### src/sv/azw_pkg.sv
// Shared constants, codes and types of the angle zero, wrap and moving average block.
package azw_pkg;

  // Field widths of the item and result transactions.
  localparam int unsigned SampleW = 16;
  localparam int unsigned KindW   = 2;
  localparam int unsigned AngleW  = 17;
  localparam int unsigned TenthsW = 12;

  // Default number of angles that the moving average spans.
  localparam int unsigned DefFilterDepth = 16;

  // Button event codes. The remaining codes act as no event.
  localparam logic [KindW-1:0] KindClick  = 2'd1;
  localparam logic [KindW-1:0] KindDclick = 2'd2;

  // Divider of the average: 34-bit dividend, 18-bit divisor, 17-bit quotient.
  localparam int unsigned DivNumW = 34;
  localparam int unsigned DivDenW = 18;
  localparam int unsigned DivQuoW = 17;

  // A full turn is 360 degrees in Q8, spread over a raw span of 65535. The span is one
  // less than a power of two, so the scaled value is divided by folding its high half
  // onto its low half. Adding half the span first rounds half away from zero.
  localparam logic [AngleW-1:0]         AngleScale  = 17'd92160;
  localparam logic [SampleW+AngleW-1:0] AngleRound  = 33'd32767;
  localparam logic [AngleW:0]           AngleSpan   = 18'd65535;
  localparam logic [AngleW:0]           AngleSpanX2 = 18'd131070;

  // Wrap limits in Q8 degrees, one bit wider than an angle.
  localparam logic signed [AngleW:0] HalfTurn = 18'sd46080;
  localparam logic signed [AngleW:0] FullTurn = 18'sd92160;

  // Largest magnitude of the filtered output in tenths of a degree.
  localparam logic signed [TenthsW-1:0] TenthsMax = 12'sd1800;

  typedef struct packed {
    logic               start;
    logic [DivNumW-1:0] num;
    logic [DivDenW-1:0] den;
  } div_req_t;

  typedef struct packed {
    logic               busy;
    logic               done;
    logic [DivQuoW-1:0] quo;
  } div_rsp_t;

endpackage

### src/sv/azw_if.sv
// Valid/ready channel interfaces for the sample items and the angle results.
interface azw_in_if;
  import azw_pkg::*;

  logic               valid;
  logic               ready;
  logic [SampleW-1:0] raw_sample;
  logic [KindW-1:0]   kind;

  modport source (output valid, output raw_sample, output kind, input ready);
  modport sink (input valid, input raw_sample, input kind, output ready);
endinterface

interface azw_out_if;
  import azw_pkg::*;

  logic                      valid;
  logic                      ready;
  logic signed [AngleW-1:0]  angle_q8;
  logic signed [TenthsW-1:0] filtered_tenths;
  logic                      calibrated;

  modport source (output valid, output angle_q8, output filtered_tenths, output calibrated,
                  input ready);
  modport sink (input valid, input angle_q8, input filtered_tenths, input calibrated,
                output ready);
endinterface

### src/sv/azw_div.sv
// Restoring unsigned divider that produces one quotient bit per cycle.
module azw_div (
  input  logic               clk_i,
  input  logic               rst_ni,
  input  azw_pkg::div_req_t  req_i,
  output azw_pkg::div_rsp_t  rsp_o
);
  import azw_pkg::*;

  localparam int unsigned CntW = $clog2(DivQuoW);

  logic               busy_q, busy_d;
  logic               done_q, done_d;
  logic [CntW-1:0]    cnt_q, cnt_d;
  logic [DivDenW-1:0] rem_q, rem_d;
  logic [DivQuoW-1:0] quo_q, quo_d;
  logic [DivDenW-1:0] den_q, den_d;
  logic [DivDenW:0]   trial;
  logic [DivDenW:0]   diff;

  // The quotient register also holds the dividend bits not yet shifted in.
  assign trial = {rem_q, quo_q[DivQuoW-1]};
  assign diff  = trial - {1'b0, den_q};

  always_comb begin
    busy_d = busy_q;
    done_d = 1'b0;
    cnt_d  = cnt_q;
    rem_d  = rem_q;
    quo_d  = quo_q;
    den_d  = den_q;
    if (req_i.start && !busy_q) begin
      rem_d  = DivDenW'(req_i.num[DivNumW-1:DivQuoW]);
      quo_d  = req_i.num[DivQuoW-1:0];
      den_d  = req_i.den;
      cnt_d  = '0;
      busy_d = 1'b1;
    end else if (busy_q) begin
      if (!diff[DivDenW]) begin
        rem_d = diff[DivDenW-1:0];
        quo_d = {quo_q[DivQuoW-2:0], 1'b1};
      end else begin
        rem_d = trial[DivDenW-1:0];
        quo_d = {quo_q[DivQuoW-2:0], 1'b0};
      end
      cnt_d = cnt_q + 1'b1;
      if (cnt_q == CntW'(DivQuoW - 1)) begin
        busy_d = 1'b0;
        done_d = 1'b1;
      end
    end
  end

  always_ff @(posedge clk_i or negedge rst_ni) begin
    if (!rst_ni) begin
      busy_q <= 1'b0;
      done_q <= 1'b0;
      cnt_q  <= '0;
    end else begin
      busy_q <= busy_d;
      done_q <= done_d;
      cnt_q  <= cnt_d;
    end
  end

  always_ff @(posedge clk_i) begin
    rem_q <= rem_d;
    quo_q <= quo_d;
    den_q <= den_d;
  end

  assign rsp_o = '{busy: busy_q, done: done_q, quo: quo_q};

endmodule

### src/sv/angle_zero_wrap_moving_average.sv
// Top level of the angle zero, wrap and moving average block.
//
// Each input transaction carries one raw 16-bit angle sensor sample and a button
// event. A click stores the sample as the zero point and raises calibrated; a
// double click clears the zero point and calibrated; the event takes effect before
// the angle of that same sample is formed. The angle is (sample - zero) scaled to
// Q8 degrees with 360 degrees per 65535 counts, rounded half away from zero and
// wrapped once into (-180, 180]. It enters a ring of the last FILTER_DEPTH angles
// held in a synchronous memory, and a running sum of the ring is divided by the
// number of angles seen so far (up to FILTER_DEPTH) and rounded half away from zero
// to tenths of a degree. Every input transaction yields exactly one output
// transaction. One item is processed at a time, and most of its processing is
// spent in the 17-step pass of the bit-serial divider that forms the average. The
// angle scaling is a multiply, a fold that divides by 65535 with adds and compares,
// and the wrap, each a registered step of its own. A finished result sits in an
// output register, so the next item is accepted while the previous result still
// waits to be taken; a result that is still waiting when the next one is done
// holds the block until the sink takes it. The ring entries need no reset: an
// entry is read back only once the ring is full.
module angle_zero_wrap_moving_average #(
  parameter int unsigned FILTER_DEPTH = azw_pkg::DefFilterDepth
) (
  input  logic clk_i,
  input  logic rst_ni,
  azw_in_if.sink    in_i,
  azw_out_if.source out_o
);
  import azw_pkg::*;

  localparam int unsigned PosW = (FILTER_DEPTH > 1) ? $clog2(FILTER_DEPTH) : 1;
  localparam int unsigned CntW = $clog2(FILTER_DEPTH + 1);
  localparam int unsigned SumW = AngleW + $clog2(FILTER_DEPTH);

  // One-hot sequencer: scale, fold, wrap, ring update, average divide, hand-off.
  typedef enum logic [7:0] {
    S_IDLE  = 8'b0000_0001,
    S_MUL   = 8'b0000_0010,
    S_FOLD  = 8'b0000_0100,
    S_WRAP  = 8'b0000_1000,
    S_UPD   = 8'b0001_0000,
    S_TGO   = 8'b0010_0000,
    S_TWAIT = 8'b0100_0000,
    S_FIN   = 8'b1000_0000
  } state_e;

  state_e state_q, state_d;

  // Calibration state.
  logic [SampleW-1:0] zero_q, zero_d;
  logic               cal_q, cal_d;

  // Per-item working registers.
  logic                      sign_q, sign_d;
  logic [SampleW-1:0]        mag_q, mag_d;
  logic [SampleW+AngleW-1:0] prod_q, prod_d;
  logic [AngleW-1:0]         fold_hi_q, fold_hi_d;
  logic [AngleW:0]           fold_sum_q, fold_sum_d;
  logic signed [AngleW-1:0]  angle_q, angle_d;
  logic signed [TenthsW-1:0] tenths_q, tenths_d;

  // Filter state.
  logic [PosW-1:0]        pos_q, pos_d;
  logic [CntW-1:0]        cnt_q, cnt_d;
  logic signed [SumW-1:0] sum_q, sum_d;

  // Ring memory with a registered read port.
  logic signed [AngleW-1:0] ring_q [FILTER_DEPTH];
  logic signed [AngleW-1:0] ring_rd_q;
  logic                     ring_we;

  // Output register.
  logic                      out_valid_q, out_valid_d;
  logic signed [AngleW-1:0]  out_angle_q, out_angle_d;
  logic signed [TenthsW-1:0] out_tenths_q, out_tenths_d;
  logic                      out_cal_q, out_cal_d;

  div_req_t div_req;
  div_rsp_t div_rsp;

  logic                      accept;
  logic                      load;
  logic                      full;
  logic signed [SampleW:0]   diff_s;
  logic signed [SampleW:0]   diff_neg;
  logic [SampleW+AngleW-1:0] prod_rnd;
  logic [AngleW-1:0]         quo_mag;
  logic signed [AngleW:0]    quo_s;
  logic signed [AngleW:0]    wrap_s;
  logic signed [SumW-1:0]    sum_neg;
  logic [SumW-1:0]           sum_mag;
  logic signed [SumW-1:0]    leaving;
  logic [DivQuoW-1:0]        quo_neg;

  azw_div u_div (
    .clk_i  (clk_i),
    .rst_ni (rst_ni),
    .req_i  (div_req),
    .rsp_o  (div_rsp)
  );

  assign in_i.ready = (state_q == S_IDLE);
  assign accept     = in_i.valid && in_i.ready;
  assign full       = (cnt_q == CntW'(FILTER_DEPTH));
  assign load       = (state_q == S_FIN) && (!out_valid_q || out_o.ready);
  assign ring_we    = (state_q == S_UPD);

  // The event is applied first; the difference uses the updated zero point.
  assign diff_s   = $signed({1'b0, in_i.raw_sample}) - $signed({1'b0, zero_d});
  assign diff_neg = -diff_s;

  // Rounded magnitude: (|diff| * scale + span / 2) / span. With hi and lo the halves
  // of the dividend, dividend = hi * 65535 + (hi + lo), and hi + lo is below three
  // spans, so the quotient is hi plus the number of whole spans in hi + lo.
  assign prod_rnd = prod_q + AngleRound;

  always_comb begin
    quo_mag = fold_hi_q;
    if (fold_sum_q >= AngleSpanX2) begin
      quo_mag = fold_hi_q + AngleW'(2);
    end else if (fold_sum_q >= AngleSpan) begin
      quo_mag = fold_hi_q + AngleW'(1);
    end
  end

  // Signed quotient of the angle scaling, then one wrap into (-180, 180].
  assign quo_s = sign_q ? -$signed({1'b0, quo_mag}) : $signed({1'b0, quo_mag});
  always_comb begin
    wrap_s = quo_s;
    if (quo_s > HalfTurn) begin
      wrap_s = quo_s - FullTurn;
    end else if (quo_s <= -HalfTurn) begin
      wrap_s = quo_s + FullTurn;
    end
  end

  // The sum magnitude always fits, since the sum stays well inside its range.
  assign sum_neg = -sum_q;
  assign sum_mag = sum_q[SumW-1] ? sum_neg : sum_q;
  assign leaving = full ? SumW'(ring_rd_q) : '0;
  assign quo_neg = -div_rsp.quo;

  always_comb begin
    state_d    = state_q;
    zero_d     = zero_q;
    cal_d      = cal_q;
    sign_d     = sign_q;
    mag_d      = mag_q;
    prod_d     = prod_q;
    fold_hi_d  = fold_hi_q;
    fold_sum_d = fold_sum_q;
    angle_d    = angle_q;
    tenths_d   = tenths_q;
    pos_d      = pos_q;
    cnt_d      = cnt_q;
    sum_d      = sum_q;
    div_req    = '{start: 1'b0, num: '0, den: '0};

    // The spare event code falls through both tests and acts as no event.
    if (accept) begin
      if (in_i.kind == KindClick) begin
        zero_d = in_i.raw_sample;
        cal_d  = 1'b1;
      end else if (in_i.kind == KindDclick) begin
        zero_d = '0;
        cal_d  = 1'b0;
      end
    end

    unique case (state_q)
      S_IDLE: begin
        if (accept) begin
          sign_d  = diff_s[SampleW];
          mag_d   = diff_s[SampleW] ? diff_neg[SampleW-1:0] : diff_s[SampleW-1:0];
          state_d = S_MUL;
        end
      end
      S_MUL: begin
        prod_d  = {{AngleW{1'b0}}, mag_q} * {{SampleW{1'b0}}, AngleScale};
        state_d = S_FOLD;
      end
      S_FOLD: begin
        fold_hi_d  = prod_rnd[SampleW+AngleW-1:SampleW];
        fold_sum_d = {1'b0, prod_rnd[SampleW+AngleW-1:SampleW]}
                   + (AngleW+1)'(prod_rnd[SampleW-1:0]);
        state_d    = S_WRAP;
      end
      S_WRAP: begin
        angle_d = wrap_s[AngleW-1:0];
        state_d = S_UPD;
      end
      S_UPD: begin
        // The overwritten entry leaves the sum only once the ring is full.
        sum_d = sum_q - leaving + SumW'(angle_q);
        cnt_d = full ? cnt_q : cnt_q + 1'b1;
        pos_d = (pos_q == PosW'(FILTER_DEPTH - 1)) ? '0 : pos_q + 1'b1;
        state_d = S_UPD == state_q ? S_TGO : state_q;
      end
      S_TGO: begin
        // Rounded magnitude: (20 * |sum| + 256 * count) / (512 * count).
        div_req.start = 1'b1;
        div_req.num   = (DivNumW'(sum_mag) << 4) + (DivNumW'(sum_mag) << 2)
                      + (DivNumW'(cnt_q) << 8);
        div_req.den   = DivDenW'(cnt_q) << 9;
        state_d       = S_TWAIT;
      end
      S_TWAIT: begin
        if (div_rsp.done) begin
          tenths_d = sum_q[SumW-1] ? quo_neg[TenthsW-1:0] : div_rsp.quo[TenthsW-1:0];
          state_d  = S_FIN;
        end
      end
      S_FIN: begin
        if (load) begin
          state_d = S_IDLE;
        end
      end
      default: begin
        state_d = S_IDLE;
      end
    endcase
  end

  // Output register: filled when the result is done, emptied by the sink.
  always_comb begin
    out_valid_d  = out_valid_q;
    out_angle_d  = out_angle_q;
    out_tenths_d = out_tenths_q;
    out_cal_d    = out_cal_q;
    if (out_valid_q && out_o.ready) begin
      out_valid_d = 1'b0;
    end
    if (load) begin
      out_valid_d  = 1'b1;
      out_angle_d  = angle_q;
      out_tenths_d = tenths_q;
      out_cal_d    = cal_q;
    end
  end

  always_ff @(posedge clk_i or negedge rst_ni) begin
    if (!rst_ni) begin
      state_q     <= S_IDLE;
      zero_q      <= '0;
      cal_q       <= 1'b0;
      pos_q       <= '0;
      cnt_q       <= '0;
      sum_q       <= '0;
      out_valid_q <= 1'b0;
    end else begin
      state_q     <= state_d;
      zero_q      <= zero_d;
      cal_q       <= cal_d;
      pos_q       <= pos_d;
      cnt_q       <= cnt_d;
      sum_q       <= sum_d;
      out_valid_q <= out_valid_d;
    end
  end

  always_ff @(posedge clk_i) begin
    sign_q       <= sign_d;
    mag_q        <= mag_d;
    prod_q       <= prod_d;
    fold_hi_q    <= fold_hi_d;
    fold_sum_q   <= fold_sum_d;
    angle_q      <= angle_d;
    tenths_q     <= tenths_d;
    out_angle_q  <= out_angle_d;
    out_tenths_q <= out_tenths_d;
    out_cal_q    <= out_cal_d;
  end

  // The write position only moves in the update step, so the read port has
  // long settled on the entry that is about to be overwritten.
  always_ff @(posedge clk_i) begin
    if (ring_we) begin
      ring_q[pos_q] <= angle_q;
    end
    ring_rd_q <= ring_q[pos_q];
  end

  assign out_o.valid           = out_valid_q;
  assign out_o.angle_q8        = out_angle_q;
  assign out_o.filtered_tenths = out_tenths_q;
  assign out_o.calibrated      = out_cal_q;

  // Only one item is in work at a time.
  a_one_item: assert property (@(posedge clk_i) disable iff (!rst_ni)
    accept |=> !in_i.ready)
    else $error("input accepted while an item is in work");

  a_count_bound: assert property (@(posedge clk_i) disable iff (!rst_ni)
    cnt_q <= CntW'(FILTER_DEPTH))
    else $error("valid count exceeds the filter depth");

  a_angle_wrapped: assert property (@(posedge clk_i) disable iff (!rst_ni)
    (state_q == S_UPD) |-> (angle_q > -HalfTurn && angle_q <= HalfTurn))
    else $error("angle outside the wrapped range");

  a_div_free: assert property (@(posedge clk_i) disable iff (!rst_ni)
    div_req.start |-> !div_rsp.busy)
    else $error("divider started while busy");

  a_tenths_range: assert property (@(posedge clk_i) disable iff (!rst_ni)
    load |-> (tenths_q >= -TenthsMax && tenths_q <= TenthsMax))
    else $error("filtered output out of range");

endmodule

### src/flat_wrapper.sv
// flat-port wrapper written by rule: the top's interface ports become plain ports
module angle_zero_wrap_moving_average_flat import azw_pkg::*;
#(
  parameter int unsigned FILTER_DEPTH = azw_pkg::DefFilterDepth
)
  (clk_i, rst_ni, in_i_valid, in_i_raw_sample, in_i_kind, in_i_ready, out_o_valid, out_o_angle_q8, out_o_filtered_tenths, out_o_calibrated, out_o_ready);
  azw_in_if in_i_i ();
  azw_out_if out_o_i ();
  input  logic clk_i;
  input  logic rst_ni;
  input wire logic [$bits(in_i_i.valid)-1:0] in_i_valid;
  input wire logic [$bits(in_i_i.raw_sample)-1:0] in_i_raw_sample;
  input wire logic [$bits(in_i_i.kind)-1:0] in_i_kind;
  output wire logic [$bits(in_i_i.ready)-1:0] in_i_ready;
  output wire logic [$bits(out_o_i.valid)-1:0] out_o_valid;
  output wire logic [$bits(out_o_i.angle_q8)-1:0] out_o_angle_q8;
  output wire logic [$bits(out_o_i.filtered_tenths)-1:0] out_o_filtered_tenths;
  output wire logic [$bits(out_o_i.calibrated)-1:0] out_o_calibrated;
  input wire logic [$bits(out_o_i.ready)-1:0] out_o_ready;
  assign in_i_i.valid = in_i_valid;
  assign in_i_i.raw_sample = in_i_raw_sample;
  assign in_i_i.kind = in_i_kind;
  assign in_i_ready = in_i_i.ready;
  assign out_o_valid = out_o_i.valid;
  assign out_o_angle_q8 = out_o_i.angle_q8;
  assign out_o_filtered_tenths = out_o_i.filtered_tenths;
  assign out_o_calibrated = out_o_i.calibrated;
  assign out_o_i.ready = out_o_ready;
  angle_zero_wrap_moving_average #(.FILTER_DEPTH(FILTER_DEPTH)) u_core (.clk_i(clk_i), .rst_ni(rst_ni), .in_i(in_i_i), .out_o(out_o_i));
endmodule
### config.mk
export PLATFORM = sky130hd
export DESIGN_NAME = angle_zero_wrap_moving_average_flat
export DESIGN_NICKNAME = d
export VERILOG_FILES = /design/src/sv/azw_pkg.sv /design/src/sv/azw_if.sv /design/src/sv/azw_div.sv /design/src/sv/angle_zero_wrap_moving_average.sv /design/src/flat_wrapper.sv
export SDC_FILE = /design/constraint.sdc
export NUM_CORES = 1
export LEC_CHECK = 0
export BUFFER_PORTS_ARGS = -buffer_cell sky130_fd_sc_hd__buf_4
export CORE_AREA = 2 2 341 343
export DETAILED_ROUTE_END_ITERATION = 10
export DIE_AREA = 0 0 343 345
export GPL_TIMING_DRIVEN = 1
export PLACE_DENSITY = 0.46
export SYNTH_ARGS = -nofsm -noshare
export SYNTH_HDL_FRONTEND = slang
export SYNTH_SLANG_ARGS = --single-unit
### constraint.sdc
create_clock -name clk_i -period 5.4 [get_ports clk_i]
set_input_delay 1.08 -clock clk_i [delete_from_list [all_inputs] [get_ports clk_i]]
set_output_delay 1.08 -clock clk_i [all_outputs]
set_load 0.02 [all_outputs]
# Word-level counts from Yosys, hierarchy flattened
# Memory sizes are Yosys's and may differ from the RTL's. A register that Yosys moved wholly into a read port is not among the register bits.
# Index checks and enable logic that the tools add are counted.
# word_totals
output_inout_bits	32
inputBits	22
register_bits	249
wordCells	123
memories	1
ramBits	272
# mem_list
memory	depth	word_bits	read_ports	rd_ports_with_merged_regs	wr	line_no	text
u_core.ring_q	16	17	1	1	1	angle_zero_wrap_moving_average.sv:67	logic signed [AngleW-1:0] ring_q [FILTER_DEPTH];
# op_classes
multipliers	1
addsub	19
bitwise_logic	1
n_eq_ne	18
magnitude_cmp	4
mux	39
n_reduce_logical	15
# ops
op	count
two-way mux 17 bit	8
two-way mux 16 bit	4
case mux 8 bit (8 select lines)	1
two-way mux 53 bit	1
two-way mux 21 bit	2
two-way mux 18 bit	2
adder 34 x 13 -> 34 bit	1
adder 33 x 15 -> 33 bit, second input constant	1
two-way mux 8 bit	4
adder 25 x 23 -> 26 bit	1
multiplier 16 x 6 -> 22 bit, second input constant	1
adder 21 x 17 -> 21 bit	1
negation 21 bit	1
subtractor 21 bit	1
subtractor 19 x 18 -> 19 bit	1
adder 17 x 16 -> 18 bit	1
>= comparator 18 x 16 -> 1 bit, second input constant	1
>= comparator 18 x 17 -> 1 bit, second input constant	1
greater-than comparator 18 x 17 -> 1 bit, second input constant	1
<= comparator 18 x 17 -> 1 bit, second input constant	1
negation 17 -> 18 bit	1
adder 17 x 1 -> 17 bit, second input constant	1
adder 17 bit, second input constant	1
adder 17 x 2 -> 17 bit, second input constant	1
32 further kinds	58

# Depth between registers and ports, before layout
# Gate-level depths: netlist (run 1).
# depth
word_depth	8
depth_mapped	24
depth_no_buf	22

# Hierarchy
# A second synthesis (run 1) with hierarchy kept.
# hier_totals
cells_unflattened	2330
area_unflattened_um2	29246.8
# modules_own_cells
mod	instances	area_each_um2	cells_each	seq_area_each_um2
angle_zero_wrap_moving_average	1	25742.2	1980	13904.6
azw_div	1	3504.6	350	1756.7

# Worst setup path before layout (run 1)
# Ideal clock, no wire load.
# synth_timing
path_type	register to register
from	register u_core.state_q[3]
to	register u_core.mag_q[14] (data pin)
path_buffers	2
t_arrival_ps	5895
setup_ps	262
period_less_slack_ps	6157
stages_incl_launch_ff	23
required_time_ps	5138
path_slack_ps	-757
path_cell_list	dfrtp_1 nor4_1 nand2_1 nor3b_1 and2_1 o21ai_1 clkbuf_1 a22oi_1 ha_1 a21o_1 a21oi_1 o21ai_0 a21oi_1 nor2b_1 o21a_1 o31a_1 nor4_1 o31ai_1 a21o_1 a21oi_1 clkbuf_1 o31ai_1 xnor2_1
# synth_between
word_cells_on_any_way	6
cone_classes	2 x add/sub; 1 x eq/ne; 2 x mux; 1 x reduce/logical
# synth_rtl
item	line_no	text
start: declaration	angle_zero_wrap_moving_average.sv:46	state_e state_q, state_d;
start signal: assignment	angle_zero_wrap_moving_average.sv:250	state_q <= state_d;
equality test 8 x 1 -> 1 bit	angle_zero_wrap_moving_average.sv:101	assign in_i.ready = (state_q == S_IDLE);
net in_i_ready	flat_wrapper.sv:14	output wire logic [$bits(in_i_i.ready)-1:0] in_i_ready;
logical AND 1 bit	angle_zero_wrap_moving_average.sv:102	assign accept = in_i.valid && in_i.ready;
two-way mux 16 bit	angle_zero_wrap_moving_average.sv:159	if (accept) begin
subtractor 16 x 16 -> 17 bit	angle_zero_wrap_moving_average.sv:108	assign diff_s = $signed({1'b0, in_i.raw_sample}) - $signed({1'b0, zero_d});
net u_core.diff_s[16]	angle_zero_wrap_moving_average.sv:83	logic signed [SampleW:0] diff_s;
two-way mux 16 bit	angle_zero_wrap_moving_average.sv:173	mag_d = diff_s[SampleW] ? diff_neg[SampleW-1:0] : diff_s[SampleW-1:0];
end signal: assignment	angle_zero_wrap_moving_average.sv:262	mag_q <= mag_d;
end: declaration	angle_zero_wrap_moving_average.sv:54	logic [SampleW-1:0] mag_q, mag_d;
# The timed path passes the listed nets, and every way through them passes these cells.
# A chain may end at the register's enable or synchronous reset.

# Worst setup path after layout (run 1)
# layout_timing
from	register u_core.state_q[6]
to	register u_core.mag_q[14] (data pin)
# layout_between
elab_chain_len	6
# layout_rtl
item	line_no	text
equality test 8 x 1 -> 1 bit *	angle_zero_wrap_moving_average.sv:101	
logical AND 1 bit *	angle_zero_wrap_moving_average.sv:102	
two-way mux 16 bit *	angle_zero_wrap_moving_average.sv:159	
subtractor 16 x 16 -> 17 bit *	angle_zero_wrap_moving_average.sv:108	
negation 16 bit	angle_zero_wrap_moving_average.sv:109	assign diff_neg = -diff_s;
two-way mux 16 bit *	angle_zero_wrap_moving_average.sv:173	
# Every way passes the cells marked *; elsewhere a longest branch is shown, timed or not.

==> reports/summary.md, run 1 <==
Yosys
- area leader, netlist: sky130_fd_sc_hd__edfxtp_1
- Yosys top cell area share: 46.9%
- mean instance size in the synthesized netlist: 12.7 sq um
- YS warnings: 0
- Compound-Gate Fraction of Synth Area: 8.65%
- post-synth design cell area: 28400 sq um
- synthesized flop and latch total: 525
- xor and xnor area share after synthesis: 6.40%
- arithmetic-cell share of the synthesized area counting full adders, half adders and majority gates: 9.42%
- largest family of logic cells by synthesized area: simple AND/OR/NAND/NOR gates
- Synth Flop Type: sky130_fd_sc_hd__edfxtp_1
- top post-synthesis cells by area: sky130_fd_sc_hd__edfxtp_1, sky130_fd_sc_hd__mux4_2, sky130_fd_sc_hd__ha_1
- multiplexer area fraction after synthesis: 7.31%
- Seq/Total Area, Yosys: 53.7%
- share of flip-flops with an asynchronous set or reset after synthesis: 12.0%
- unique cell type count in the Yosys netlist: 93
- synthesized netlist net count: 2447
- number of enable flip-flop cells after synthesis: 444
- post-synthesis instance total: 2241
- synthesized-area fraction occupied by and/or/nand/nor cells: 10.5%

Worst hold path
- Hold Crit Class: flip-flop to flip-flop

Detailed routing
- drt via density: 4.48
- total wire length after detailed routing: 68100 um
- First-pass DRT Iterations: 5
- antenna violation net count after detailed routing: 0
- initial detailed-routing violation count: 1161
- drc violations: 0
- number of vias after detailed routing: 17.6k
- Routed WL per cell: 17.3 um

Setup path
- kind of end point of the critical path: flip-flop
- CP Cell Sequence: nor4_2 -> buf_4 -> nand2_2 -> nor3b_4 -> buf_12 -> and2_4 -> o21ai_1 -> buf_4 -> a22oi_2 -> ha_1 -> nor2b_1 -> o21ai_0 -> a21boi_0 -> o21ai_1 -> a21boi_0 -> o21ai_0 -> nor2b_1 -> xnor2_1 -> or3_1 -> or4_1 -> o31ai_1 -> xnor2_1
- Worst Path Max Fanout: 4
- CP Data Arrival Time: 5.44 ns
- slowest stage cell, crit path: sky130_fd_sc_hd__or4_1
- critical path data required time: 5.78 ns
- startpoint class of the critical path: flip-flop
- worst stage delay on the critical path: 0.51 ns
- cell family with the largest share of critical-path delay: simple AND/OR/NAND/NOR gates
- WP buf/inv: 3
- category of the most critical setup path: flip-flop to flip-flop

Place
- Placer Congestion: 0.776
- placed cell count: 3811
- worst setup timing slack at the placement stage: 0.160 ns
- total placed instance area: 31000 sq um
- post-detail-place hpwl: 47800 um
- number of port buffers: 53

STA
- Max Slew Vio Count: 0
- Total Neg Setup Slack: 0 ns
- worst slew margin relative to its limit: 33.7%
- Hold Vio Cnt, Final: 0
- period utilisation layout: 93.7%
- total setup violations reported at the end of the flow: 0
- maximum clock frequency: 198 MHz
- Tmin final: 5.06 ns
- worst-margin pin slew: 0.994 ns
- setup slack of the critical path after layout: 0.339 ns
- Fin Hold WS: 0.417 ns
- Layout Skew: 0.0249 ns

Power and ir drop
- leakage power of the design: 12.3 nW
- internal power: 12.0 mW
- Peak VDD IR: 0.435 mV
- portion of total power attributed to sequential cells: 29.9%
- power after layout: 19.4 mW
- portion of total power attributed to combinational logic: 49.5%
- power per standard cell area: 589 nW/um^2
- switching power: 7.48 mW
- Switching Share: 38.5%
- clock group share of total power: 20.6%

Clock tree
- insertion delay to the later sink of the worst-skew pair: 0.63 ns
- clock tree from TritonCTS: yes
- number of buffers added to fix hold violations after cts: 0
- deepest level of the CTS H-tree: 2
- cell at the root of the clock tree: sky130_fd_sc_hd__clkbuf_16
- TritonCTS buffer count: 60
- number of sinks driven by the clock tree: 525
- deepest clock path buffer count: 3
- Clock Pin Slew Worst Setup and Hold Paths: 0.06 ns

Cells and area
- count of filler cells inserted in the layout: 11.8k
- number of non-filler instances in the completed layout: 3927
- commonest non-fill, non-tap cell in the layout: sky130_fd_sc_hd__edfxtp_1
- post-route cell area: 33000 sq um
- Post-layout nets: 2556
- share of layout cells above drive strength 1: 14.6%
- leading cell types in the layout, fill and taps excluded: sky130_fd_sc_hd__edfxtp_1, sky130_fd_sc_hd__inv_1, sky130_fd_sc_hd__nand2_1, sky130_fd_sc_hd__xnor2_1, sky130_fd_sc_hd__ha_1
- area growth from synthesis to final layout: 16.2%
- Finished Core Util: 28.7%

Die
- die width: 343 um
- effective utilization at floorplan: 24.7%
- overall die area: 118000 sq um
- core area: 115000 sq um
- height of the die: 345 um
- standard-cell rows: 125
- I/O pin count: 54

Run status
- status: finished, final reports clean

Global route
- vias in the first global route: 18.2k
- global routing usage summed across all routing layers: 11.4%
- global-route wire length before repair: 106000 um
- gr ovfl total: 0
- antenna violations before repair: 6
- maximum number of pins on one net before global-route repair: 64

Run
- number of maximum-capacitance violations: 0

state kept, by name, indices dropped and copies added, names as in the netlist, 16 cells and up:
name,count
u_core.fold_hi_q,17
u_core.ring_q,272
u_core.out_o.angle_q8,17
u_core.fold_sum_q,18
u_core.prod_q,22
u_core.mag_q,16
u_core.u_div.rem_q,18
u_core.u_div.quo_q,17
u_core.sum_q,21
u_core.angle_q,17
u_core.ring_rd_q,17
u_core.zero_q,16
synthesized netlist by cell type, types with 14 or more instances:
cell / n
sky130_fd_sc_hd__inv_1: 229
sky130_fd_sc_hd__o31ai_1: 20
sky130_fd_sc_hd__clkbuf_1: 54
sky130_fd_sc_hd__a22oi_1: 15
sky130_fd_sc_hd__or3_1: 18
sky130_fd_sc_hd__ha_1: 134
sky130_fd_sc_hd__nand4_1: 25
sky130_fd_sc_hd__a21o_1: 27
sky130_fd_sc_hd__and2_1: 45
sky130_fd_sc_hd__nand2b_1: 24
sky130_fd_sc_hd__nor2_1: 112
sky130_fd_sc_hd__fa_1: 50
sky130_fd_sc_hd__and3_1: 25
sky130_fd_sc_hd__nor3_1: 30
sky130_fd_sc_hd__dfrtp_1: 62
sky130_fd_sc_hd__nand3_1: 41
sky130_fd_sc_hd__mux2i_1: 14
sky130_fd_sc_hd__o21ai_0: 99
sky130_fd_sc_hd__edfxtp_1: 444
sky130_fd_sc_hd__o21a_1: 20
sky130_fd_sc_hd__xnor2_1: 146
sky130_fd_sc_hd__dfxtp_1: 18
sky130_fd_sc_hd__mux4_2: 85
sky130_fd_sc_hd__nor2b_1: 20
sky130_fd_sc_hd__xor2_1: 56
sky130_fd_sc_hd__a21oi_1: 57
sky130_fd_sc_hd__a211oi_1: 16
sky130_fd_sc_hd__nand2_1: 147
area by class of cell:
| cell class | instances | area [sq um] | share of cell area [%] |
|---|---|---|---|
| Antenna cell | 1 | 2.50 | 0.00758 |
| Clock buffer | 93 | 1740 | 5.26 |
| Clock inverter | 21 | 226 | 0.686 |
| Inverter | 231 | 867 | 2.63 |
| Multi-Input combinational cell | 1417 | 12100 | 36.7 |
| Sequential cell | 525 | 15300 | 46.3 |
| Tap cell | 1524 | 1910 | 5.78 |
| Timing Repair Buffer | 115 | 888 | 2.69 |
kinds of logic after synthesis:
family,count (synthesis)
simple gates,567
flops,525
compound gates,360
buf+inv,299
xor+xnor,205
fa+ha+maj,184
mux,101
metal layers:
metal  global-route usage [%]  wire length (um)  vias up
met3                     1.74              2610       96
met2                     19.5             33300      290
met4                     3.12              1620        4
met1                     14.9             30500     8802
li1                         -                 -     8406
met5                        0                33        -
power by group through the flow:
stage | sequential (mW) | clock, mW | combinational (mW)
2_1_floorplan | 5.62 | 0 | 7.67
3_3_place_gp | 5.89 | 0 | 9.57
3_5_place_dp | 5.90 | 0 | 9.66
4_1_cts | 5.82 | 4.14 | 9.75
5_1_grt | 5.88 | 4.30 | 11.1
6_report | 5.81 | 4.01 | 9.62
final timing paths:
path,from,slack (ns),end,cells after the start
min reg2reg,u_core.tenths_q[9],0.42,u_core.out_o.filtered_tenths[9],0
max in group asynchronous,rst_ni,4.06,u_core.pos_q[0],1
max,u_core.state_q[6],0.34,u_core.mag_q[14],22
min,u_core.tenths_q[9],0.42,u_core.out_o.filtered_tenths[9],0
min in group asynchronous,rst_ni,0.57,u_core.zero_q[7],1
max reg2reg,u_core.state_q[6],0.34,u_core.mag_q[14],22
what timing repair did:
action                                  4_1_cts  5_1_grt
endpoints found under the setup margin        0       17
gates resized for setup                       0       11
buffers inserted                              0        1
(Power assumes the default switching activity.)
==> inputs of run 2 (changes only) <==
--- a/config.mk
+++ b/config.mk
@@ -5,10 +5,11 @@
 export SDC_FILE = /design/constraint.sdc
 export NUM_CORES = 1
 export LEC_CHECK = 0
+export ABC_AREA = 1
 export BUFFER_PORTS_ARGS = -buffer_cell sky130_fd_sc_hd__buf_4
-export CORE_AREA = 2 2 341 343
+export CORE_AREA = 2 2 345 347
 export DETAILED_ROUTE_END_ITERATION = 10
-export DIE_AREA = 0 0 343 345
+export DIE_AREA = 0 0 347 349
 export GPL_TIMING_DRIVEN = 1
 export PLACE_DENSITY = 0.46
 export SYNTH_ARGS = -nofsm -noshare
==> run 2 against run 1 <==
Compared with the run above: utilization shrank 0.14 points; synthesized cell count grew 38%; final cell count grew 21%; critical path type unchanged.
==> reports/summary.md, run 2 <==
Cells and area
- area growth from synthesis to final layout: 15.2%
- Post-layout nets: 3371, +32%
- share of layout cells above drive strength 1: 8.02%, -6.6 points
- Finished Core Util: 28.5%, -0.14 points
- largest register by flop count: u_core.ring_q
- Largest register FFs: 272, unchanged
- number of non-filler instances in the completed layout: 4753, +21%
- commonest non-fill, non-tap cell in the layout: sky130_fd_sc_hd__nand2_1
- multi-input logic area: 11900 sq um, -1.4%
- count of filler cells inserted in the layout: 12.4k, +5.4%
- post-route cell area: 33500 sq um, +1.5%
- top flop regs: u_core.ring_q (272), u_core.prod_q (22), u_core.sum_q (21)
- leading cell types in the layout, fill and taps excluded: sky130_fd_sc_hd__nand2_1, sky130_fd_sc_hd__edfxtp_1, sky130_fd_sc_hd__inv_1
- area taken by flip-flops and latches: 15300 sq um, unchanged

Detailed routing
- drc violations: 0, unchanged
- drt via density: 4.39, -2.0%
- initial detailed-routing violation count: 1383, +19%
- antenna violation net count after detailed routing: 0, unchanged
- Routed WL per cell: 16.0 um, -7.5%
- First-pass DRT Iterations: 5, unchanged
- total wire length after detailed routing: 76200 um, +12%
- number of vias after detailed routing: 20.9k, +19%

Power and ir drop
- Peak VDD IR: 0.437 mV, +0.47%
- power per standard cell area: 583 nW/um^2, -0.98%
- power after layout: 19.5 mW, +0.54%
- leakage power of the design: 13.8 nW, +12%

Die
- die width: 347 um, +1.2%
- effective utilization at floorplan: 24.8%, +0.088 points
- standard-cell rows: 126, +0.80%
- overall die area: 121000 sq um, +2.3%
- height of the die: 349 um, +1.2%
- core area: 117000 sq um, +2.0%
- I/O pin count: 54, unchanged

Setup path
- Worst Path Max Fanout: 10, +6
- startpoint class of the critical path: flip-flop
- kind of end point of the critical path: flip-flop
- category of the most critical setup path: flip-flop to flip-flop
- critical path data required time: 5.77 ns, about the same
- CP Data Arrival Time: 5.14 ns, -0.30 ns

STA
- period utilisation layout: 88.2%, -5.5 points
- Total Neg Setup Slack: 0 ns, unchanged
- Hold Vio Cnt, Final: 0, unchanged
- worst slew margin relative to its limit: 27.7%, -6.0 points
- total setup violations reported at the end of the flow: 0, unchanged
- Max Slew Vio Count: 0, unchanged
- setup slack of the critical path after layout: 0.637 ns, +0.298 ns
- maximum clock frequency: 210 MHz, +6.3%
- Tmin final: 4.76 ns, -0.298 ns
- Fin Hold WS: 0.422 ns, +0.00429 ns
- Layout Skew: 0.0466 ns, +0.0217 ns
- worst-margin pin slew: 1.08 ns, +0.0907 ns
- unrepaired setup endpoints after global routing: no

Clock tree
- Clock Pin Slew Worst Setup and Hold Paths: 0.06 ns, about the same
- number of buffers added to fix hold violations after cts: 0, unchanged
- cell at the root of the clock tree: sky130_fd_sc_hd__clkbuf_16
- TritonCTS buffer count: 59, -1.7%
- deepest clock path buffer count: 3, unchanged
- number of sinks driven by the clock tree: 525, unchanged
- clock tree from TritonCTS: yes
- insertion delay to the later sink of the worst-skew pair: 0.66 ns, +0.03 ns
- buffers inserted by post-CTS timing repair: 0, unchanged
- deepest level of the CTS H-tree: 2, unchanged
- post-cts sizing count: 0, unchanged

Yosys
- Yosys top cell area share: 45.8%, -1.1 points
- post-synth design cell area: 29100 sq um, +2.4%
- post-synthesis instance total: 3092, +38%
- Synth Flop Type: sky130_fd_sc_hd__edfxtp_1
- Seq/Total Area, Yosys: 52.5%, -1.3 points
- top post-synthesis cells by area: sky130_fd_sc_hd__edfxtp_1, sky130_fd_sc_hd__nand2_1, sky130_fd_sc_hd__ha_1
- number of enable flip-flop cells after synthesis: 444, unchanged
- leading post-synthesis cells by instance count: sky130_fd_sc_hd__nand2_1, sky130_fd_sc_hd__edfxtp_1, sky130_fd_sc_hd__inv_1
- synthesized flop and latch total: 525, unchanged
- unique cell type count in the Yosys netlist: 50, -46%
- area leader, netlist: sky130_fd_sc_hd__edfxtp_1
- share of flip-flops with an asynchronous set or reset after synthesis: 12.0%, unchanged
- most instantiated library cell after synthesis: sky130_fd_sc_hd__nand2_1
- YS warnings: 0, unchanged
- mean instance size in the synthesized netlist: 9.41 sq um, -26%
- synthesized netlist net count: 3298, +35%

Place
- placed cell count: 4640, +22%
- number of port buffers: 53, unchanged
- total placed instance area: 31500 sq um, +1.6%
- worst setup timing slack at the placement stage: 0.645 ns, +0.484 ns
- Placer Congestion: 0.833, +7.3%
- post-detail-place hpwl: 51300 um, +7.4%

Global route
- vias in the first global route: 20.8k, +14%
- global routing usage summed across all routing layers: 12.5%, +1.1 points
- global-route wire length before repair: 119000 um, +13%
- antenna violations before repair: 0, -6
- maximum number of pins on one net before global-route repair: 103, +61%
- gr ovfl total: 0, unchanged

Run
- number of maximum-capacitance violations: 0, unchanged

Run status
- status: finished, final reports clean

Worst hold path
- Hold Crit Class: flip-flop to flip-flop

## run 2: cell count changes after synthesis, sizes merged, moves of 43 or more
cell,before,now
o22ai,3,87
nand2,147,593
o21ai,107,218
and2,45,2
xor2,58,125
inv,229,438
nand3,41,156
a21oi,58,117
nor2,114,366
mux4,85,0
xnor2,147,42
## run 2: power breakdown
part | switching [mW] | internal [mW] | leakage (nW)
Sequential | 0.347 | 5.38 | 5.01
Clock | 1.76 | 2.40 | 0.984
Combinational | 5.92 | 3.73 | 7.83
Total | 8.03 | 11.5 | 13.8
## run 2: worst paths after layout
kind                                      from  slack (ns)                                to  cells after the start
setup / recovery             u_core.state_q[7]        0.64                  u_core.mag_q[15]                     25
hold / removal             u_core.tenths_q[11]        0.42  u_core.out_o.filtered_tenths[11]                      0
setup reg to reg             u_core.state_q[7]        0.64                  u_core.mag_q[15]                     25
hold reg to reg            u_core.tenths_q[11]        0.42  u_core.out_o.filtered_tenths[11]                      0
max in group asynchronous               rst_ni        4.11                   u_core.pos_q[0]                      1
min in group asynchronous               rst_ni        0.53                  u_core.zero_q[8]                      1
## run 2: logic make-up after synthesis
| logic type | Yosys count | share of synthesized area, % |
|---|---|---|
| adders and majority gates | 184 | 9.20 |
| and+or+nand+nor | 1235 | 17.8 |
| AOI/OAI and AO/OA | 459 | 8.64 |
| DFF | 525 | 52.5 |
| buffers and inverters | 522 | 6.83 |
| xor gates and xnor gates | 167 | 5.03 |
## run 2: final cells by class
cell class                      instances  share of cell area [%]
Inverter                              439                    4.92
Multi-Input combinational cell       2045                    35.6
Antenna cell                            2                  0.0149
Tap cell                             1536                    5.73
Timing Repair Buffer                   95                    2.13
Sequential cell                       525                    45.6
Clock buffer                           80                    4.94
Clock inverter                         31                    1.08
## run 2: critical path: stages, from the launching register on
cell and delay [ns]:
sky130_fd_sc_hd__dfrtp_1 0.39, sky130_fd_sc_hd__nor2_1 0.14, sky130_fd_sc_hd__inv_1 0.08, sky130_fd_sc_hd__nor2_1 0.11
sky130_fd_sc_hd__inv_1 0.14, sky130_fd_sc_hd__nor4_1 0.30, sky130_fd_sc_hd__nand2_1 0.22, sky130_fd_sc_hd__inv_1 0.12
sky130_fd_sc_hd__nand2_1 0.21, sky130_fd_sc_hd__o21ai_0 0.31, sky130_fd_sc_hd__ha_1 0.22, sky130_fd_sc_hd__inv_1 0.08
sky130_fd_sc_hd__fa_1 0.41, sky130_fd_sc_hd__nand3_1 0.10, sky130_fd_sc_hd__nand2_1 0.11, sky130_fd_sc_hd__a21oi_1 0.14
sky130_fd_sc_hd__o21ai_0 0.16, sky130_fd_sc_hd__xnor2_1 0.32, sky130_fd_sc_hd__nand3_1 0.14, sky130_fd_sc_hd__nand3b_1 0.20
sky130_fd_sc_hd__nor2_1 0.11, sky130_fd_sc_hd__nand2_1 0.08, sky130_fd_sc_hd__nor2_1 0.15, sky130_fd_sc_hd__nand4_1 0.11
sky130_fd_sc_hd__nand2_1 0.09, sky130_fd_sc_hd__xor2_1 0.07
## run 2: metal layers
layer	global-route usage [%]	up-vias	part of all wire, %	wire length [um]
li1	-	10509	-	-
met1	16.7	9908	47	35900
met2	20.7	361	46	35400
met3	2.02	96	4.1	3130
met4	3.70	0	2.4	1810
met5	0	-	0	0
==> inputs of run 3 (changes only) <==
--- a/config.mk
+++ b/config.mk
@@ -6,7 +6,7 @@
 export NUM_CORES = 1
 export LEC_CHECK = 0
 export ABC_AREA = 1
-export BUFFER_PORTS_ARGS = -buffer_cell sky130_fd_sc_hd__buf_4
+export BUFFER_PORTS_ARGS = -buffer_cell sky130_fd_sc_hd__buf_2
 export CORE_AREA = 2 2 345 347
 export DETAILED_ROUTE_END_ITERATION = 10
 export DIE_AREA = 0 0 347 349
==> run 3 against run 2 <==
Compared with the run above: total power increased by 0.75%; clock-buffer cell count is 2 lower; sequential share of layout area increased by 0.070 points; utilization about the same; routed wire length shrank 0.71%; combinational power hardly changed; critical endpoint unchanged; highest routed layer unchanged.
==> reports/summary.md, run 3 (same netlist as run 2, synthesis figures left out) <==
Global route
- maximum number of pins on one net before global-route repair: 75, -27%
- antenna violations before repair: 0, unchanged
- vias in the first global route: 20.5k, -1.3%
- global-route wire length before repair: 118000 um, -0.88%
- global routing usage summed across all routing layers: 12.4%, -0.12 points
- gr ovfl total: 0, unchanged

Power and ir drop
- switching power: 7.98 mW, -0.69%
- internal power: 11.7 mW, +1.7%
- Switching Share: 40.5%, -0.59 points
- Peak VDD IR: 0.526 mV, +20%
- clock group share of total power: 22.0%, +0.7 points
- portion of total power attributed to sequential cells: 28.9%, -0.4 points
- power per standard cell area: 588 nW/um^2, +0.90%
- portion of total power attributed to combinational logic: 49.0%, -0.4 points
- leakage power of the design: 13.8 nW, about the same

Clock tree
- TritonCTS buffer count: 58, -1.7%
- cell at the root of the clock tree: sky130_fd_sc_hd__clkbuf_16
- deepest clock path buffer count: 3, unchanged
- deepest level of the CTS H-tree: 2, unchanged
- Clock Pin Slew Worst Setup and Hold Paths: 0.07 ns, about the same
- clock tree from TritonCTS: yes
- number of sinks driven by the clock tree: 525, unchanged
- insertion delay to the later sink of the worst-skew pair: 0.67 ns, about the same
- number of buffers added to fix hold violations after cts: 0, unchanged

Detailed routing
- total wire length after detailed routing: 75700 um, -0.71%
- Met1 Routed Length: 36200 um, +1.0%
- drt via density: 4.38, -0.20%
- First-pass DRT Iterations: 7, +2
- initial detailed-routing violation count: 1373, -0.72%
- uppermost layer routed: met4
- drc violations: 0, unchanged
- met3 wire len: 2940 um, -6.0%
- Routed WL per cell: 15.9 um, -0.62%
- met2 wire length: 34800 um, -1.8%
- antenna violation net count after detailed routing: 0, unchanged
- number of vias after detailed routing: 20.8k, -0.29%

STA
- Fin Hold WS: 0.334 ns, -0.0881 ns
- Max Slew Vio Count: 0, unchanged
- Hold Vio Cnt, Final: 0, unchanged
- period utilisation layout: 86.9%, -1.3 points
- total setup violations reported at the end of the flow: 0, unchanged
- Layout Skew: 0.0522 ns, +0.00552 ns
- Tmin final: 4.69 ns, -0.0690 ns
- maximum clock frequency: 213 MHz, +1.5%
- worst slew margin relative to its limit: 24.8%, -2.9 points
- unrepaired setup endpoints after global routing: no
- Total Neg Setup Slack: 0 ns, unchanged
- worst-margin pin slew: 1.13 ns, +0.0429 ns
- setup slack of the critical path after layout: 0.706 ns, +0.0690 ns

Die
- standard-cell rows: 126, unchanged
- overall die area: 121000 sq um, unchanged
- I/O pin count: 54, unchanged
- height of the die: 349 um, unchanged
- core area: 117000 sq um, unchanged
- effective utilization at floorplan: 24.8%, unchanged
- die width: 347 um, unchanged

Place
- worst setup timing slack at the placement stage: 0.595 ns, -0.0496 ns
- post-detail-place hpwl: 51600 um, +0.55%
- number of port buffers: 53, unchanged
- total placed instance area: 31400 sq um, -0.45%
- Placer Congestion: 0.842, +1.2%

Cells and area
- largest register by flop count: u_core.ring_q
- Ant. Diodes: 0, -2
- commonest non-fill, non-tap cell in the layout: sky130_fd_sc_hd__nand2_1
- post-route cell area: 33500 sq um, -0.15%
- leading cell types in the layout, fill and taps excluded: sky130_fd_sc_hd__nand2_1, sky130_fd_sc_hd__edfxtp_1, sky130_fd_sc_hd__inv_1
- Largest register FFs: 272, unchanged
- top flop regs: u_core.ring_q (272), u_core.prod_q (22), u_core.sum_q (21)
- share of layout cells above drive strength 1: 7.87%, -0.15 points
- area growth from synthesis to final layout: 15.0%
- Post-layout nets: 3369, -0.059%

Setup path
- setup slack on the worst flop-to-flop path: 0.71 ns, +0.07 ns
- Crit. Startpoint: u_core.state_q[7]
- CP Data Arrival Time: 5.07 ns, -0.07 ns
- category of the most critical setup path: flip-flop to flip-flop
- startpoint class of the critical path: flip-flop
- Worst Path Max Fanout: 10, unchanged
- startpoint of the most critical register-to-register path: u_core.state_q[7]
- reg2reg path depth: 25, unchanged
- kind of end point of the critical path: flip-flop
- end point of the critical path: u_core.mag_q[15]
- worst reg2reg path endpoint: u_core.mag_q[15]
- critical path data required time: 5.78 ns, about the same

Worst hold path
- Hold Crit Class: input port to async pin

Run status
- status: finished, final reports clean

Run
- number of maximum-capacitance violations: 0, unchanged

-- run 3: cell count changes in the layout (fill, tap and decap cells not counted), sizes merged --
cell | before | now
clkbuf | 80 | 78
bufinv | 5 | 11
buf | 95 | 94
clkinvlp | 4 | 2
diode | 2 | 0
clkinv | 22 | 20
inv | 439 | 438
-- run 3: stage by stage --
stage                     instances  util [%]  total power, mW
after global placement         4639      26.7             15.5
after global routing           4749      28.5             21.7
final                          4749      28.5             19.7
after detailed placement       4639      26.7             15.5
after floorplan                3092         -             13.4
after CTS                      4749      28.5             20.0
-- run 3: routing by layer --
| layer | up-vias | track usage (%) |
|---|---|---|
| met3 | 91 | 1.80 |
| met1 | 9864 | 16.9 |
| met2 | 349 | 20.5 |
| li1 | 10510 | - |
| met5 | - | 0 |
| met4 | 0 | 3.31 |
-- run 3: worst min-delay path by stage --
stage,start,end,cells after the start
4_1_cts,rst_ni,u_core.zero_q[7],1
5_1_grt,rst_ni,u_core.zero_q[7],1
3_5_place_dp,u_core.tenths_q[9],u_core.out_o.filtered_tenths[9],0
2_1_floorplan,u_core.tenths_q[0],u_core.out_o.filtered_tenths[0],0
3_3_place_gp,u_core.tenths_q[1],u_core.out_o.filtered_tenths[1],0
6_report,rst_ni,u_core.zero_q[7],1
-- run 3: area by class of cell --
cell class	count	area [sq um]
clock inverter	32	518
inverter	439	1650
clock buffer	78	1600
multi-input combinational	2045	11900
tap	1536	1920
sequential	525	15300
timing repair buffer	94	576
fill	12307	84000
-- run 3: power groups by stage --
stage	sequential [mW]	combinational (mW)	clock, mW
2_1_floorplan	5.65	7.74	0
3_3_place_gp	5.78	9.73	0
3_5_place_dp	5.79	9.75	0
4_1_cts	5.70	9.83	4.46
5_1_grt	5.75	11.3	4.62
6_report	5.70	9.66	4.34
-- run 3: critical path, stage by stage (launching register included) --
cell and delay [ns]:
sky130_fd_sc_hd__dfrtp_1 0.39, sky130_fd_sc_hd__nor2_1 0.14, sky130_fd_sc_hd__inv_1 0.08, sky130_fd_sc_hd__nor2_1 0.10
sky130_fd_sc_hd__inv_1 0.13, sky130_fd_sc_hd__nor4_1 0.31, sky130_fd_sc_hd__nand2_1 0.23, sky130_fd_sc_hd__inv_1 0.12
sky130_fd_sc_hd__nand2_1 0.25, sky130_fd_sc_hd__o21ai_1 0.25, sky130_fd_sc_hd__ha_1 0.17, sky130_fd_sc_hd__inv_1 0.06
sky130_fd_sc_hd__fa_1 0.41, sky130_fd_sc_hd__nand3_1 0.10, sky130_fd_sc_hd__nand2_1 0.10, sky130_fd_sc_hd__a21oi_1 0.13
sky130_fd_sc_hd__o21ai_0 0.17, sky130_fd_sc_hd__xnor2_1 0.34, sky130_fd_sc_hd__nand3_1 0.14, sky130_fd_sc_hd__nand3b_1 0.21
sky130_fd_sc_hd__nor2_1 0.12, sky130_fd_sc_hd__nand2_1 0.07, sky130_fd_sc_hd__nor2_1 0.15, sky130_fd_sc_hd__nand4_1 0.10
sky130_fd_sc_hd__nand2_1 0.10, sky130_fd_sc_hd__xor2_1 0.06
-- run 3: repair_timing --
item	4_1_cts	5_1_grt
setup endpoints to repair	0	1
resized for setup	0	1
buffers inserted	0	0
